File: src/rtl/lsh_pkg.sv
// Shared types and constants of the 3x3 Laplacian sharpening block.
// No dependencies; every other file of the block but lsh_stream_if uses this package.
package lsh_pkg;

    localparam int NUM_CH          = 3;
    localparam int IMG_WIDTH_BITS  = 12;
    localparam int IMG_HEIGHT_BITS = 13;
    localparam int CFG_INDEX_BITS  = 1;
    localparam int CFG_DATA_BITS   = 13;
    // The input row runs two past the last image row during the frame tail,
    // so it needs one bit more than the largest height the register holds.
    localparam int ROW_BITS        = 14;
    localparam int OUT_ROW_BITS    = 13;

    localparam int QUEUE_DEPTH     = 4;
    localparam int QPTR_BITS       = $clog2(QUEUE_DEPTH);
    localparam int QCNT_BITS       = $clog2(QUEUE_DEPTH + 1);

    localparam logic CMD_PIXEL = 1'b0;
    localparam logic CMD_DRAIN = 1'b1;

    localparam logic [CFG_INDEX_BITS-1:0] REG_IMAGE_WIDTH  = CFG_INDEX_BITS'(0);
    localparam logic [CFG_INDEX_BITS-1:0] REG_IMAGE_HEIGHT = CFG_INDEX_BITS'(1);

    // Lane 0 is blue, lane 1 green, lane 2 red.
    typedef logic [NUM_CH-1:0][7:0] rgb_t;

    typedef struct packed {
        logic       cmd;
        logic [7:0] pixel_blue;
        logic [7:0] pixel_green;
        logic [7:0] pixel_red;
    } in_item_t;

    typedef struct packed {
        logic [7:0] sharp_blue;
        logic [7:0] sharp_green;
        logic [7:0] sharp_red;
        logic [7:0] edge_blue;
        logic [7:0] edge_green;
        logic [7:0] edge_red;
        logic       frame_end;
    } out_item_t;

    // One classified slot: a masked window column plus what to do with it.
    typedef struct packed {
        rgb_t top;
        rgb_t mid;
        rgb_t bot;
        logic col0;
        logic emit;
        logic frame_end;
    } slot_t;

    typedef struct packed {
        logic [QCNT_BITS-1:0] count;
        logic                 empty;
    } q_status_t;

endpackage

File: src/rtl/lsh_queue.sv
// Short slot queue that decouples the front end from the filter pipeline.
// Depends on lsh_pkg for the slot type and the depth.
module lsh_queue (
    input  logic               clk,
    input  logic               rst_n,
    input  logic               push,
    input  lsh_pkg::slot_t     push_data,
    input  logic               pop,
    output lsh_pkg::slot_t     pop_data,
    output lsh_pkg::q_status_t status
);
    import lsh_pkg::*;

    slot_t                entries [QUEUE_DEPTH];
    logic [QPTR_BITS-1:0] wr_ptr_reg;
    logic [QPTR_BITS-1:0] rd_ptr_reg;
    logic [QCNT_BITS-1:0] count_reg;

    always_ff @(posedge clk or negedge rst_n)
    begin
        if (!rst_n)
        begin
            wr_ptr_reg <= '0;
            rd_ptr_reg <= '0;
            count_reg  <= '0;
        end
        else
        begin
            if (push)
            begin
                wr_ptr_reg <= wr_ptr_reg + QPTR_BITS'(1);
            end
            if (pop)
            begin
                rd_ptr_reg <= rd_ptr_reg + QPTR_BITS'(1);
            end
            case ({push, pop})
                2'b10:   count_reg <= count_reg + QCNT_BITS'(1);
                2'b01:   count_reg <= count_reg - QCNT_BITS'(1);
                default: count_reg <= count_reg;
            endcase
        end
    end

    always_ff @(posedge clk)
    begin
        if (push)
        begin
            entries[wr_ptr_reg] <= push_data;
        end
    end

    assign pop_data     = entries[rd_ptr_reg];
    assign status.count = count_reg;
    assign status.empty = count_reg == '0;

endmodule

File: config.mk
export PLATFORM = sky130hd
export DESIGN_NAME = lsh_queue
export DESIGN_NICKNAME = d
export VERILOG_FILES = /design/src/rtl/lsh_pkg.sv /design/src/rtl/lsh_queue.sv
export SDC_FILE = /design/constraint.sdc
export NUM_CORES = 1
export LEC_CHECK = 0
export BUFFER_PORTS_ARGS = -buffer_cell sky130_fd_sc_hd__buf_2
export CAP_MARGIN = 20
export CORE_UTILIZATION = 40
export CTS_BUF_LIST = sky130_fd_sc_hd__clkbuf_8
export DETAILED_ROUTE_END_ITERATION = 8
export SYNTH_ARGS = -nofsm -noshare
export SYNTH_HDL_FRONTEND = slang
export SYNTH_SLANG_ARGS = --single-unit
File: constraint.sdc
create_clock -name clk -period 7.2 [get_ports clk]
set_clock_uncertainty 0.1 [all_clocks]
set_input_delay 1.08 -clock clk [delete_from_list [all_inputs] [get_ports clk]]
set_output_delay 1.08 -clock clk [all_outputs]
set_load 0.02 [all_outputs]
# ---- Word-level counts from Yosys, hierarchy flattened
# Memories as Yosys holds them, arrays and structs flattened.
# Cells that the tools add are included.
dict set report word_totals {
  ramBits 300
  wordCells 15
  output_inout_bits 79
  register_bits 7
  mem_count 1
  input_bits 79
}
# name depth width read_ports rd_ports_with_merged_regs wr line
set memory_table {}
lappend memory_table {entries 4 75 1 0 1 lsh_queue.sv:14} ;# slot_t entries [QUEUE_DEPTH];
dict set report classes {
  eq_ne 2
  muxes 3
  n_reduce_logical 2
  n_addsub 4
}
# op count
set op_table {}
lappend op_table {{3-bit one-hot mux with 2 select lines} 1}
lappend op_table {{2-bit by 1-bit adder with 2-bit output (second input constant)} 2}
lappend op_table {{3-bit by 1-bit adder with 3-bit output (second input constant)} 1}
lappend op_table {{3-bit logical NOT} 1}
lappend op_table {{3-bit by 1-bit subtractor with 3-bit output (second input constant)} 1}
lappend op_table {{2-bit by 1-bit equality test with 1-bit output (second input constant)} 1}
lappend op_table {{2-bit equality test (second input constant)} 1}
lappend op_table {{1-bit 2-to-1 mux} 2}
lappend op_table {{2-bit nonzero test} 1}

# ---- Logic depth before layout (Yosys ltp)
dict set report depth {
  word_depth 2
  mapped_depth 7
  ltp_nobuf 7
}

# ---- Least setup slack after synthesis
# Ideal clock, no wire load.
dict set report synth_timing {
  kind {input -> register}
  startpoint {in push}
  endpoint {mem entries[0][0] (netlist name), enable pin}
  cell_stages 1
  setup_ns 0.441
  path_slack_ns 3.827
  arrival_ns 2.832
  required_time_ns 6.659
  path_buffers 0
  cell_sequence {and2_1}
}
dict set report synth_between {
  elab_chain_len 2
}
# item line
set synth_lines {}
lappend synth_lines {{start, declared} lsh_queue.sv:6} ;# input logic push,
lappend synth_lines {{1-bit 2-to-1 mux} lsh_queue.sv:47} ;# if (push)
lappend synth_lines {{1-bit 2-to-1 mux (implied by the code)} lsh_queue.sv:49} ;# entries[wr_ptr_reg] <= push_data;
lappend synth_lines {{end, declared} lsh_queue.sv:14}
# Every way passes these cells.

==> flow_metrics.py <==
metrics = {
    "timing": {
        "tns_ps": 0,
        "slew_violations": 0,
        "final-hold-violation-count": 0,
        "fmax_ghz": 0.2327,
        "setup_viol": 0,
        "tightest_slew_ps": 1038,
        "fin_crit_ps": 4297,
        "rsz0062_at_grt": "false",
        "min_period_over_period_pct": 59.68,
        "slew_headroom_pct": 30.82,
    },
    "die": {
        "num_io_pins": 158,
        "rows": 61,
        "dieArea_um2": 28780,
        "die_w_um": 169.7,
        "start_util_pct": 40.58,
        "core_area_um2": 27710,
        "die_y_um": 169.7,
    },
    "route": {
        "route.antenna.remaining_nets": 0,
        "via_count": 5134,
        "drtIter0Drc": 268,
        "drc": 0,
        "finalWirelength_mm": 20.68,
        "via_per_inst": 4.922,
        "wl_per_cell_um": 19.83,
        "first_pass_iters": 5,
    },
    "clocking": {
        "clk_latency_ps": 550,
        "cts_inserted_buffers": 49,
        "cts_hold_buffers": 0,
        "cts.sinks": 307,
        "cts_resized": 0,
        "cts_tree": "done",
        "clk_pin_slew_ps": 60,
        "root_buffer": "clkbuf_8",
        "clk_path_buf_depth": 3,
        "postCtsSetupRepairBufs": 0,
        "h-tree-depth": 2,
    },
    "setup_path": {
        "cp-end-kind": "primary output",
        "path_max_fanout": 43,
        "start_kind": "register",
        "crit_arrival_ps": 3120,
        "critical_path_required_ps": 6020,
        "crit_type": "reg2out",
    },
    "placed_design": {
        "numPortBuffers": 157,
        "placed_cells": 952,
        "place.gp.congestion": 0.6376,
        "hpwl_mm": 11.65,
    },
    "pwr": {
        "power.leakage_nw": 4.647,
        "vdd_drop_max_uv": 232.1,
        "p_per_area_nw_per_um2": 416.5,
    },
    "synth": {
        "synth.avg_cell_area_um2": 26.27,
        "ys_warn_count": 0,
        "ys_seq_elements": 307,
        "synth_cells": 428,
        "netlist_area_um2": 11240,
        "synth_edf_count": 300,
        "synthArstFlopShare_pct": 2.280,
        "synth_nets": 513,
        "seq_area_frac_synth_pct": 81.68,
        "synthDistinctLibCells": 18,
        "synth_ff_type": "edfxtp_1",
    },
    "flow_run": {
        "max_cap_violations": 0,
    },
    "global_routing": {
        "grt_use_total_pct": 14.68,
        "grt_pass1_vias": 5520,
        "grt_pass1_wl_mm": 31.44,
        "antenna_found_initial": 4,
        "grt_start_max_net_pins": 67,
        "grt_overflow": 0,
    },
    "finish": {
        "instances_no_fill": 1043,
        "final_layout_size_suffix_gt1_share_pct": 46.69,
        "mostFrequentLayoutCells": "edfxtp_1, buf_2, mux4_2",
        "syn_to_final_growth_pct": 18.87,
        "fillers": 2285,
        "largest_reg_flops": 300,
        "final_common_cell": "edfxtp_1",
        "nNetsFinal": 710,
    },
    "min_path": {
        "min_path_type": "in2async",
    },
    "outcome": {
        "outcome": "complete, no violations",
    },
}
-- synthesized netlist by cell type, types with 3 or more instances --
library cell / number / area share, %
edfxtp_1: 300 / 80
inv_1: 6 / 0.20
xor2_1: 4 / 0.31
dfrtp_1: 7 / 1.6
mux4_2: 75 / 15
buf_12: 4 / 0.71
buf_1: 3 / 0.10
buf_2: 5 / 0.22
and2_1: 4 / 0.22
ha_1: 5 / 0.56
nand2_1: 3 / 0.10
buf_4: 4 / 0.27
-- final timing paths --
check	from	endpoint	slack, ps	cells after the start
min in group clk	count_reg[2]$_DFFE_PN0P_	count_reg[2]$_DFFE_PN0P_	400	1
min reg2reg	count_reg[2]$_DFFE_PN0P_	count_reg[2]$_DFFE_PN0P_	400	1
max in group asynchronous	rst_n	rd_ptr_reg[0]$_DFFE_PN0P_	6560	1
max reg2reg	wr_ptr_reg[0]$_DFFE_PN0P_	entries[2][61]$_DFFE_PP_	4910	4
min	rst_n	count_reg[2]$_DFFE_PN0P_	260	1
max	rd_ptr_reg[0]$_DFFE_PN0P_	pop_data[52]	2900	3
-- logic make-up (layout without fill, tap and decap cells) --
logic type	after synthesis	count (layout)	synth area share, %
buf+inv	23	259	1.602
fa+ha+maj	6	6	0.7345
simple gates	9	9	0.4005
other cells	0	1	0
xor+xnor	6	6	0.4674
compound gates	2	2	0.08903
flops	307	307	81.68
mux	75	75	15.02
-- report_power, final --
group / leakage, nW / internal [mW] / switching, mW
clock network: 0.558 / 0.765 / 0.643
logic: 1.25 / 0.680 / 0.953
registers: 2.84 / 2.34 / 0.180
total: 4.65 / 3.79 / 1.78
-- critical path, cell delays in order (launching register included) --
cell and delay (ps):
dfrtp_4 990, buf_4 690, mux4_2 610, buf_2 180
-- per-stage QoR --
stage          total power [mW]  hold WS [ps]  instance area, um2  setup slack, ps  util, %
2_1_floorplan             3.742         391.4               11240             3827        -
4_1_cts                   5.677         225.6               13360             2734    48.23
3_3_place_gp              4.222         378.9               12410             3367    44.78
3_5_place_dp              4.250         384.8               12410             3353    44.78
6_report                  5.566         255.9               13370             2903    48.24
5_1_grt                   5.858         236.0               13360             2582    48.23
-- metal layers --
layer	GRT usage (%)	wire length, um	vias to the layer above
li1	-	-	2236
met2	23.66	10110	168
met3	4.291	1316	39
met4	4.544	352	4
met1	19.26	8878	2687
met5	0	27	-
-- area by class of cell --
| class | instances | area [um2] | area share (%) |
|---|---|---|---|
| Tap cell | 378 | 473.0 | 3.539 |
| Antenna cell | 1 | 2.502 | 0.01872 |
| Sequential cell | 307 | 9191 | 68.77 |
| Clock buffer | 54 | 743.2 | 5.561 |
| Inverter | 6 | 22.52 | 0.1685 |
| Clock inverter | 36 | 212.7 | 1.591 |
| Timing Repair Buffer | 163 | 830.8 | 6.216 |
| Multi-Input combinational cell | 98 | 1889 | 14.14 |
Note: power is estimated with default switching activity, not from simulation.
