`src/rtl/lsh_pkg.sv`:
```
// Shared types and constants of the 3x3 Laplacian sharpening block.
// No dependencies; every other file of the block but lsh_stream_if uses this package.
package lsh_pkg;

    localparam int NUM_CH          = 3;
    localparam int IMG_WIDTH_BITS  = 12;
    localparam int IMG_HEIGHT_BITS = 13;
    localparam int CFG_INDEX_BITS  = 1;
    localparam int CFG_DATA_BITS   = 13;
    // The input row runs two past the last image row during the frame tail,
    // so it needs one bit more than the largest height the register holds.
    localparam int ROW_BITS        = 14;
    localparam int OUT_ROW_BITS    = 13;

    localparam int QUEUE_DEPTH     = 4;
    localparam int QPTR_BITS       = $clog2(QUEUE_DEPTH);
    localparam int QCNT_BITS       = $clog2(QUEUE_DEPTH + 1);

    localparam logic CMD_PIXEL = 1'b0;
    localparam logic CMD_DRAIN = 1'b1;

    localparam logic [CFG_INDEX_BITS-1:0] REG_IMAGE_WIDTH  = CFG_INDEX_BITS'(0);
    localparam logic [CFG_INDEX_BITS-1:0] REG_IMAGE_HEIGHT = CFG_INDEX_BITS'(1);

    // Lane 0 is blue, lane 1 green, lane 2 red.
    typedef logic [NUM_CH-1:0][7:0] rgb_t;

    typedef struct packed {
        logic       cmd;
        logic [7:0] pixel_blue;
        logic [7:0] pixel_green;
        logic [7:0] pixel_red;
    } in_item_t;

    typedef struct packed {
        logic [7:0] sharp_blue;
        logic [7:0] sharp_green;
        logic [7:0] sharp_red;
        logic [7:0] edge_blue;
        logic [7:0] edge_green;
        logic [7:0] edge_red;
        logic       frame_end;
    } out_item_t;

    // One classified slot: a masked window column plus what to do with it.
    typedef struct packed {
        rgb_t top;
        rgb_t mid;
        rgb_t bot;
        logic col0;
        logic emit;
        logic frame_end;
    } slot_t;

    typedef struct packed {
        logic [QCNT_BITS-1:0] count;
        logic                 empty;
    } q_status_t;

endpackage

```
`src/rtl/lsh_stream_if.sv`:
```
// Valid/ready stream interface used by the pixel and result channels.
// The payload type is set per instance; no other dependencies.
interface lsh_stream_if #(parameter type payload_t = logic);
    logic     valid;
    logic     ready;
    payload_t data;

    modport source (output valid, output data, input ready);
    modport sink (input valid, input data, output ready);
endinterface

```
`src/rtl/lsh_back.sv`:
```
// Back end: 3x3 window, per-channel Laplacian, clamp, sharpen and the output
// register. Depends on lsh_pkg and lsh_stream_if.
module lsh_back (
    input  logic               clk,
    input  logic               rst_n,
    input  lsh_pkg::q_status_t q_status,
    input  lsh_pkg::slot_t     q_data,
    output logic               pop,
    lsh_stream_if.source       results
);
    import lsh_pkg::*;

    rgb_t [2:0][2:0]          win_reg;
    rgb_t [2:0][2:0]          f_reg;
    logic                     f_valid_reg;
    logic                     f_end_reg;
    logic [NUM_CH-1:0][11:0]  lap_reg;
    rgb_t                     centre_reg;
    logic                     lap_valid_reg;
    logic                     lap_end_reg;
    logic                     out_valid_reg;
    out_item_t                out_data_reg;

    logic                     adv;
    rgb_t [2:0]               new_col;
    rgb_t [2:0][2:0]          fwin;
    rgb_t [2:0][2:0]          win_next;
    logic [NUM_CH-1:0][11:0]  lap;
    rgb_t                     edge_val;
    rgb_t                     sharp_val;

    // The whole pipeline moves when the output register is free or taken.
    assign adv = !out_valid_reg || results.ready;
    assign pop = adv && !q_status.empty;

    always_comb
    begin
        new_col[0] = q_data.top;
        new_col[1] = q_data.mid;
        new_col[2] = q_data.bot;
        for (int r = 0; r < 3; r++)
        begin
            fwin[r][0] = win_reg[r][1];
            fwin[r][1] = win_reg[r][2];
            // The first column of a row closes the previous row, whose
            // right-hand neighbours lie outside the image.
            fwin[r][2] = q_data.col0 ? '0 : new_col[r];
            win_next[r][0] = q_data.col0 ? '0 : fwin[r][0];
            win_next[r][1] = q_data.col0 ? '0 : fwin[r][1];
            win_next[r][2] = new_col[r];
        end
    end

    always_comb
    begin
        logic [10:0] nsum;
        logic [10:0] centre8;
        for (int ch = 0; ch < NUM_CH; ch++)
        begin
            nsum = '0;
            for (int r = 0; r < 3; r++)
            begin
                for (int c = 0; c < 3; c++)
                begin
                    if (r != 1 || c != 1)
                    begin
                        nsum = nsum + {3'b000, f_reg[r][c][ch]};
                    end
                end
            end
            centre8 = {f_reg[1][1][ch], 3'b000};
            lap[ch] = {1'b0, centre8} - {1'b0, nsum};
        end
    end

    always_comb
    begin
        logic [8:0] sum9;
        for (int ch = 0; ch < NUM_CH; ch++)
        begin
            if (lap_reg[ch][11])
            begin
                edge_val[ch] = '0;
            end
            else if (lap_reg[ch][10:8] != 3'b000)
            begin
                edge_val[ch] = 8'hFF;
            end
            else
            begin
                edge_val[ch] = lap_reg[ch][7:0];
            end
            sum9          = {1'b0, centre_reg[ch]} + {1'b0, edge_val[ch]};
            sharp_val[ch] = sum9[8] ? 8'hFF : sum9[7:0];
        end
    end

    always_ff @(posedge clk or negedge rst_n)
    begin
        if (!rst_n)
        begin
            win_reg       <= '0;
            f_valid_reg   <= 1'b0;
            lap_valid_reg <= 1'b0;
            out_valid_reg <= 1'b0;
        end
        else
        begin
            if (pop)
            begin
                win_reg <= win_next;
            end
            if (adv)
            begin
                f_valid_reg   <= pop && q_data.emit;
                lap_valid_reg <= f_valid_reg;
                out_valid_reg <= lap_valid_reg;
            end
        end
    end

    always_ff @(posedge clk)
    begin
        if (adv)
        begin
            f_reg                    <= fwin;
            f_end_reg                <= q_data.frame_end;
            lap_reg                  <= lap;
            centre_reg               <= f_reg[1][1];
            lap_end_reg              <= f_end_reg;
            out_data_reg.sharp_blue  <= sharp_val[0];
            out_data_reg.sharp_green <= sharp_val[1];
            out_data_reg.sharp_red   <= sharp_val[2];
            out_data_reg.edge_blue   <= edge_val[0];
            out_data_reg.edge_green  <= edge_val[1];
            out_data_reg.edge_red    <= edge_val[2];
            out_data_reg.frame_end   <= lap_end_reg;
        end
    end

    assign results.valid = out_valid_reg;
    assign results.data  = out_data_reg;

endmodule

```
`src/flat_wrapper.sv`:
```
// flat-port wrapper written by rule: the top's interface ports become plain ports
module lsh_back_flat import lsh_pkg::*;
  (clk, rst_n, q_status, q_data, pop, results_valid, results_data, results_ready);
  lsh_stream_if results_i ();
  input  logic clk;
  input  logic rst_n;
  input  lsh_pkg::q_status_t q_status;
  input  lsh_pkg::slot_t q_data;
  output logic pop;
  output wire logic [$bits(results_i.valid)-1:0] results_valid;
  output wire logic [$bits(results_i.data)-1:0] results_data;
  input wire logic [$bits(results_i.ready)-1:0] results_ready;
  assign results_valid = results_i.valid;
  assign results_data = results_i.data;
  assign results_i.ready = results_ready;
  lsh_back u_core (.clk(clk), .rst_n(rst_n), .q_status(q_status), .q_data(q_data), .pop(pop), .results(results_i));
endmodule
```
`config.mk`:
```
export PLATFORM = sky130hd
export DESIGN_NAME = lsh_back_flat
export DESIGN_NICKNAME = d
export VERILOG_FILES = /design/src/rtl/lsh_pkg.sv /design/src/rtl/lsh_stream_if.sv /design/src/rtl/lsh_back.sv /design/src/flat_wrapper.sv
export SDC_FILE = /design/constraint.sdc
export NUM_CORES = 1
export LEC_CHECK = 0
export BUFFER_PORTS_ARGS = -buffer_cell sky130_fd_sc_hd__buf_2
export CORE_MARGIN = 2
export CORE_UTILIZATION = 16
export CTS_CLUSTER_DIAMETER = 30
export DETAILED_ROUTE_END_ITERATION = 10
export MAX_ROUTING_LAYER = met4
export PLACE_DENSITY = 0.76
export SLEW_MARGIN = 10
export SYNTH_ARGS = -nofsm -noshare
export SYNTH_HDL_FRONTEND = slang
export SYNTH_SLANG_ARGS = --single-unit
```
`constraint.sdc`:
```
create_clock -name clk -period 1.8 [get_ports clk]
set_input_delay 0.18 -clock clk [delete_from_list [all_inputs] [get_ports clk]]
set_output_delay 0.18 -clock clk [all_outputs]
set_load 0.01 [all_outputs]
```
After elaboration in Yosys (flattened, before gate mapping)
Index checks and enable logic that the tools add are counted.
{"block": "classes", "reduce_logical": 5}
{"op": "1-bit logical AND", "count": 2}
{"op": "1-bit logical NOT", "count": 2}
{"op": "1-bit logical OR", "count": 1}
{"block": "word_totals", "word_cells": 11, "input_bits": 82, "out_inout_bits": 3, "ff_bits": 6}

Logic depth before layout (Yosys ltp)
Gate-level depths: netlist (run 1).
{"block": "logic_depth", "depth_word": 4, "mapped_depth": 2, "mapped_depth_nobuf": 2}

Least setup slack after synthesis (run 1)
Ideal clock, no wire load.
{"block": "synth_timing", "path_kind": "reg2reg", "from": "register u_core.out_valid_reg, in the netlist u_core.results.valid", "to": "register u_core.f_valid_reg", "path_slack_ps": 842, "t_arrival_ps": 833, "n_path_buf": 0, "path_stages_with_launch": 3, "required_ps": 1675, "cell_sequence": "dfrtp_1 > nand2b_4 > mux2_4"}
{"block": "synth_between", "elab_chain_len": 4}
{"element": "start: declaration", "line": "lsh_back.sv:21", "text": "logic out_valid_reg;"}
{"element": "start signal: assignment", "line": "lsh_back.sv:117", "text": "out_valid_reg <= lap_valid_reg;"}
{"element": "1-bit logical NOT *", "line": "lsh_back.sv:33", "text": "assign adv = !out_valid_reg || results.ready;"}
{"element": "1-bit logical OR *", "line": "lsh_back.sv:33"}
{"element": "net u_core.adv", "line": "lsh_back.sv:24", "text": "logic adv;"}
{"element": "1-bit logical AND", "line": "lsh_back.sv:34", "text": "assign pop = adv && !q_status.empty;"}
{"element": "1-bit logical AND", "line": "lsh_back.sv:115", "text": "f_valid_reg <= pop && q_data.emit;"}
{"element": "end signal: assignment", "line": "lsh_back.sv:115"}
{"element": "end: declaration", "line": "lsh_back.sv:15", "text": "logic f_valid_reg;"}
The timed path passes the listed nets; every way through them passes the cells marked *.
A chain may end at the register's enable or synchronous reset.

Worst setup path in the final report (run 1)
{"block": "layout_timing", "from": "register u_core.out_valid_reg, in the netlist u_core.results.valid", "to": "output port pop"}
{"block": "layout_between", "elab_chain_len": 3}
{"element": "1-bit logical NOT", "line": "lsh_back.sv:33"}
{"element": "1-bit logical OR", "line": "lsh_back.sv:33"}
{"element": "net u_core.adv", "line": "lsh_back.sv:24"}
{"element": "1-bit logical AND", "line": "lsh_back.sv:34"}
{"element": "end: declaration", "line": "flat_wrapper.sv:9", "text": "output logic pop;"}
The timed path passes the listed nets, and every way through them passes these cells.

==> run summary, run 1 <==
Run status
• **status** finished, final reports clean

Floorplan
• **Ports** 85
• **width of the die** 41.9 um
• **initial core utilization** 0.175
• **number of cell rows** 13
• **y dimension of the die** 41.9 um
• **die area** 0.00176 mm2
• **Core Box Area** 0.00132 mm2

Hold path
• **terminating pin of the worst hold path** u_core.f_end_reg$_DFFE_PP_
• **hold path cells** 1
• **startpoint of the most critical hold path** q_data[0]
• **Min-Delay Path Class** input port to flop

Clocking
• **clock sink count** 6
• **H-tree lvl count** 1
• **clock buffers created by TritonCTS** 3
• **CTS tree** done
• **clock-pin slew of the registers on the worst-case setup and hold paths** 0.05 ns
• **cells resized by post-CTS repair** 0
• **CTS max path bufs** 2
• **root buffer cell** clkbuf_4
• **clock insertion delay at the later pin of the skew report** 0.24 ns

Setup path
• **crit path max fanout** 7
• **critical path launch point** u_core.results.valid$_DFFE_PN0P_
• **CP Cell Sequence** nand2b_4 -> nor2b_1 -> buf_2
• **setup slack of the worst register-to-register path** 0.85 ns
• **required time at the endpoint of the critical path** 1.62 ns
• **Worst Reg-to-Reg Cells** 2
• **slowest cell on the critical path** dfrtp_1
• **WS Path Type** flop to output pin
• **critical path data arrival time** 1.03 ns
• **capture instance of the worst register-to-register path** u_core.lap_valid_reg$_DFFE_PN0P_
• **Top Family by Delay on Critical Path** flip-flops
• **launching point of the worst reg2reg path** u_core.results.valid$_DFFE_PN0P_
• **CP bufs+invs** 1
• **type of element capturing the critical path** output pin
• **startpoint types** flop
• **Critical Path Max Stage Delay** 0.40 ns

Routing
• **via count** 140
• **Routed WL** 347 um
• **DRC violation total after the first TritonRoute iteration** 1
• **count of unresolved DRC violations after routing** 0
• **number of antenna-violating nets in the routed design** 0
• **first-pass iteration count of the detailed router** 2
• **drt wl/cell** 8.68 um
• **routed vias/inst** 3.50

Pwr
• **switching part of the total power** 0.226
• **proportion of power drawn by flip-flops and latches** 0.494
• **worst ir drop on vdd** 0.000333 V
• **proportion of power drawn by the clock network** 0.347
• **Cell Int Power** 291 uW
• **Net Switching** 85.0 uW
• **combinational power share** 0.159
• **total power divided by cell area** 1160 mW/mm2
• **total power** 376 uW
• **Pleak** 0.160 nW

Synth
• **average size of a mapped cell** 19.2 um2
• **Synth area leaders** edfxtp_1, dfrtp_1, mux2_4
• **area of the mapped netlist** 230 um2
• **Synth async-reset ratio** 0.500
• **top cells by count, synth** dfrtp_1, edfxtp_1, mux2_4
• **leading register cell type out of synthesis** edfxtp_1
• **post-synthesis register bit count** 6
• **share of synthesized area occupied by flip-flops and latches** 0.717
• **Post-synth EDFFs** 3
• **number of standard cells after synthesis** 12
• **number of nets in the synthesized netlist** 94
• **cell type with the largest total area after synthesis** edfxtp_1
• **share of the synthesized area in the top cell type** 0.391
• **Netlist cell types** 7
• **Syn. warnings** 0

Timing
• **pins over their slew limit** 0
• **fin crit share** 0.674
• **min cycle time layout** 1.21 ns
• **Sum Neg Setup Slack** 0 ns
• **Final Hold Violating Endpoints** 0
• **Worst Max-Slew Pin Slew** 0.135 ns
• **relative slew slack** 0.910
• **Final Hold Slack** 0.111 ns
• **Max Freq** 825 MHz
• **RSZ-0062 raised after global routing** no
• **Worst Setup Slack, final** 0.587 ns
• **worst clock skew** 0.00831 ns
• **# setup viols final** 0

Place
• **Final GP Congestion** 0.597
• **input/output buffers** 8
• **worst slack at placement** 0.809 ns

Final layout
• **Syn-to-layout area delta** 41.3%
• **layout cell share with drive strength beyond 1** 0.560
• **final standard cell utilization of the core** 0.247
• **Post-layout nets** 108
• **count of antenna diodes in the layout** 0

Global routing
• **total routing resource utilization after global routing** 0.0491
• **wire length of the first global-routing pass** 586 um
• **number of global-route vias before repair** 156
• **initial antenna violation count** 0
• **pin count of the biggest net entering global routing** 8
• **global-route congestion overflow total** 0

Job
• **MaxCap Viol Count** 0

-- worst max path at each step --
stage | endpoint | cells after the start | slack [ns]
4_1_cts | pop | 3 | 0.55
2_1_floorplan | u_core.f_valid_reg$_DFFE_PN0P_ | 2 | 0.84
3_5_place_dp | pop | 3 | 0.81
6_report | pop | 3 | 0.59
3_3_place_gp | pop | 3 | 0.81
5_1_grt | pop | 3 | 0.52
-- placed cells by master (no fill, tap or decap) --
cell           count
and2b_1            1
buf_2              8
clkbuf_1           1
clkbuf_4           3
dfrtp_1            3
dlygate4sd3_1      1
edfxtp_1           3
mux2_4             2
nand2b_4           1
nor2b_1            1
or2b_1             1
-- worst register-to-register path, stage by stage, from the launching register on --
cell and delay, ns:
dfrtp_1 0.40, nand2b_4 0.13, mux2_4 0.30
-- logic make-up after synthesis --
logic type | after synthesis | share of synthesized area
DFF | 6 | 0.717
and+or+nand+nor | 4 | 0.152
muxes | 2 | 0.130
-- what timing repair did --
action,in CTS,in global routing
setup buffers,0,0
hold buffers,1,0
endpoints found under the hold margin,3,0
-- metrics by stage --
step	cell area, um2	instances
after floorplan	230	12
after global placement	289	35
after detailed placement	289	35
after CTS	325	40
after global routing	325	40
final	325	40
-- layer usage --
layer,up-vias,wire length (um),track usage
li1,66,-,-
met1,68,140,0.0455
met2,6,181,0.0656
met3,0,25,0.0261
met4,0,0,0.0581
met5,-,0,-
-- power groups by stage --
stage               logic, mW  clock network (mW)  registers, mW
finish                 0.0598               0.130          0.186
global route           0.0649               0.144          0.189
CTS                    0.0612               0.138          0.187
detailed placement     0.0595                   0          0.189
global placement       0.0589                   0          0.188
floorplan              0.0313                   0          0.191
-- cell type report --
type                       instances  area [um2]
clock buffer                       4        26.3
tap                               15        18.8
sequential                         6         165
multi-input combinational          6        65.1
timing repair buffer               9        50.0
fill                             143         992
(Power assumes the default switching activity.)
==> run 2: changes to the inputs <==
CORE_UTILIZATION = 15   (was 16)
PLACE_DENSITY = 0.72   (was 0.76)
clock period = 1.24 ns   (was 1.8 ns; I/O delays follow)
==> run summary, run 2 (synthesis gave the netlist of run 1 again) <==
Job
• **MaxCap Viol Count** 0, unchanged

Routing
• **via count** 138, was 140
• **drt wl/cell** 8.93 um, was 8.68 um
• **first-pass iteration count of the detailed router** 4, was 2
• **routed vias/inst** 3.37, was 3.50
• **count of unresolved DRC violations after routing** 0, unchanged
• **DRC violation total after the first TritonRoute iteration** 6, was 1
• **Routed WL** 366 um, was 347 um
• **number of antenna-violating nets in the routed design** 0, unchanged

Clocking
• **clock buffers created by TritonCTS** 3, unchanged
• **H-tree lvl count** 1, unchanged
• **CTS max path bufs** 2, unchanged
• **cells resized by post-CTS repair** 0, unchanged
• **clock-pin slew of the registers on the worst-case setup and hold paths** 0.05 ns, about the same
• **clock insertion delay at the later pin of the skew report** 0.24 ns, about the same
• **root buffer cell** clkbuf_4, unchanged
• **Post-CTS Repair Setup Buffers** 0, unchanged
• **clock sink count** 6, unchanged
• **hold-fix buffer count after cts** 1, unchanged
• **CTS tree** done, unchanged

Global routing
• **initial antenna violation count** 0, unchanged
• **pin count of the biggest net entering global routing** 8, unchanged
• **total routing resource utilization after global routing** 0.0573, was 0.0491
• **global-route congestion overflow total** 0, unchanged
• **wire length of the first global-routing pass** 593 um, was 586 um
• **number of global-route vias before repair** 136, was 156

Setup path
• **startpoint types** flop, unchanged
• **required time at the endpoint of the critical path** 1.12 ns, was 1.62 ns
• **crit path max fanout** 7, unchanged
• **type of element capturing the critical path** output pin, unchanged
• **critical path data arrival time** 1.04 ns, was 1.03 ns
• **WS Path Type** flop to output pin, unchanged
• **setup slack of the worst register-to-register path** 0.29 ns, was 0.85 ns

Floorplan
• **number of cell rows** 14, was 13
• **Core Box Area** 0.00147 mm2, was 0.00132 mm2
• **die area** 0.00186 mm2, was 0.00176 mm2
• **y dimension of the die** 43.2 um, was 41.9 um
• **width of the die** 43.2 um, was 41.9 um
• **Ports** 85, unchanged
• **initial core utilization** 0.156, was 0.175

Timing
• **fin crit share** 0.941
• **# setup viols final** 0, unchanged
• **Sum Neg Setup Slack** 0 ns, unchanged
• **pins over their slew limit** 0, unchanged
• **worst clock skew** 0.00595 ns, was 0.00831 ns
• **relative slew slack** 0.905, was 0.910
• **Max Freq** 857 MHz
• **min cycle time layout** 1.17 ns
• **Worst Max-Slew Pin Slew** 0.142 ns, was 0.135 ns
• **RSZ-0062 raised after global routing** no, unchanged
• **Final Hold Violating Endpoints** 0, unchanged

Final layout
• **count of antenna diodes in the layout** 0, unchanged
• **Post-layout nets** 108, unchanged
• **Syn-to-layout area delta** 41.8%, was 41.3%
• **most frequent cells in the layout** buf_2, clkbuf_4, edfxtp_1, dfrtp_1, mux2_4, unchanged
• **Finished Cell Area** 327 um2, was 325 um2
• **most common cell after layout, fill and taps aside** buf_2, unchanged
• **layout cell share with drive strength beyond 1** 0.560, unchanged

Pwr
• **Cell Int Power** 423 uW, was 291 uW
• **Pleak** 0.160 nW, unchanged
• **switching part of the total power** 0.232, was 0.226
• **proportion of power drawn by the clock network** 0.353, was 0.347
• **worst ir drop on vdd** 0.000476 V, was 0.000333 V
• **proportion of power drawn by flip-flops and latches** 0.490, was 0.494
• **total power divided by cell area** 1690 mW/mm2, was 1160 mW/mm2
• **combinational power share** 0.157, was 0.159
• **Net Switching** 127 uW, was 85.0 uW

Hold path
• **Min-Delay Path Class** input port to flop, unchanged

Run status
• **status** finished, final reports clean, unchanged

Place
• **Final GP Congestion** 0.617, was 0.597
• **Post-DP Area** 290 um2, was 289 um2
• **input/output buffers** 8, unchanged

[run 2: final timing paths]
path,startpoint,end,cells after the start
min in group asynchronous,rst_n,u_core.f_valid_reg$_DFFE_PN0P_,2
setup reg to reg,u_core.results.valid$_DFFE_PN0P_,u_core.lap_valid_reg$_DFFE_PN0P_,2
setup / recovery,u_core.results.valid$_DFFE_PN0P_,pop,3
max in group asynchronous,rst_n,u_core.lap_valid_reg$_DFFE_PN0P_,2
hold reg to reg,u_core.f_end_reg$_DFFE_PP_,u_core.lap_end_reg$_DFFE_PP_,0
hold / removal,q_data[0],u_core.f_end_reg$_DFFE_PP_,1
[run 2: layout make-up]
cell class              count  area (um2)
repair buffers              9        50.0
well taps                  16        20.0
fillers                   168        1140
clock buffers               4        26.3
multi-input cells           6        65.1
flip-flops and latches      6         165
[run 2: power by group through the flow]
stage	Combinational, mW	Clock [mW]	Sequential (mW)
2_1_floorplan	0.0454	0	0.278
3_3_place_gp	0.0841	0	0.273
3_5_place_dp	0.0849	0	0.275
4_1_cts	0.0877	0.203	0.271
5_1_grt	0.0944	0.213	0.276
6_report	0.0863	0.194	0.270
[run 2: metal layers]
metal  part of all wire  GRT usage
met5                  0          -
met4              0.027     0.0727
met2               0.45     0.0627
met1               0.46     0.0499
met3              0.066     0.0511
[run 2: through the flow]
stage	power [mW]	std cells	util	hold slack (ns)	worst slack (ns)
after floorplan	0.323	12	-	-0.172	0.282
after global placement	0.357	36	0.197	-0.0801	0.291
after detailed placement	0.360	36	0.197	-0.0768	0.283
after CTS	0.562	41	0.222	0.0461	0.0470
after global routing	0.583	41	0.222	0.0487	0.0143
final	0.550	41	0.222	0.0545	0.0730
[run 2: worst max-delay path: stages, from the launching register on]
cell and delay [ns]:
dfrtp_1 0.41, nand2b_4 0.13, nor2b_1 0.13, buf_2 0.13
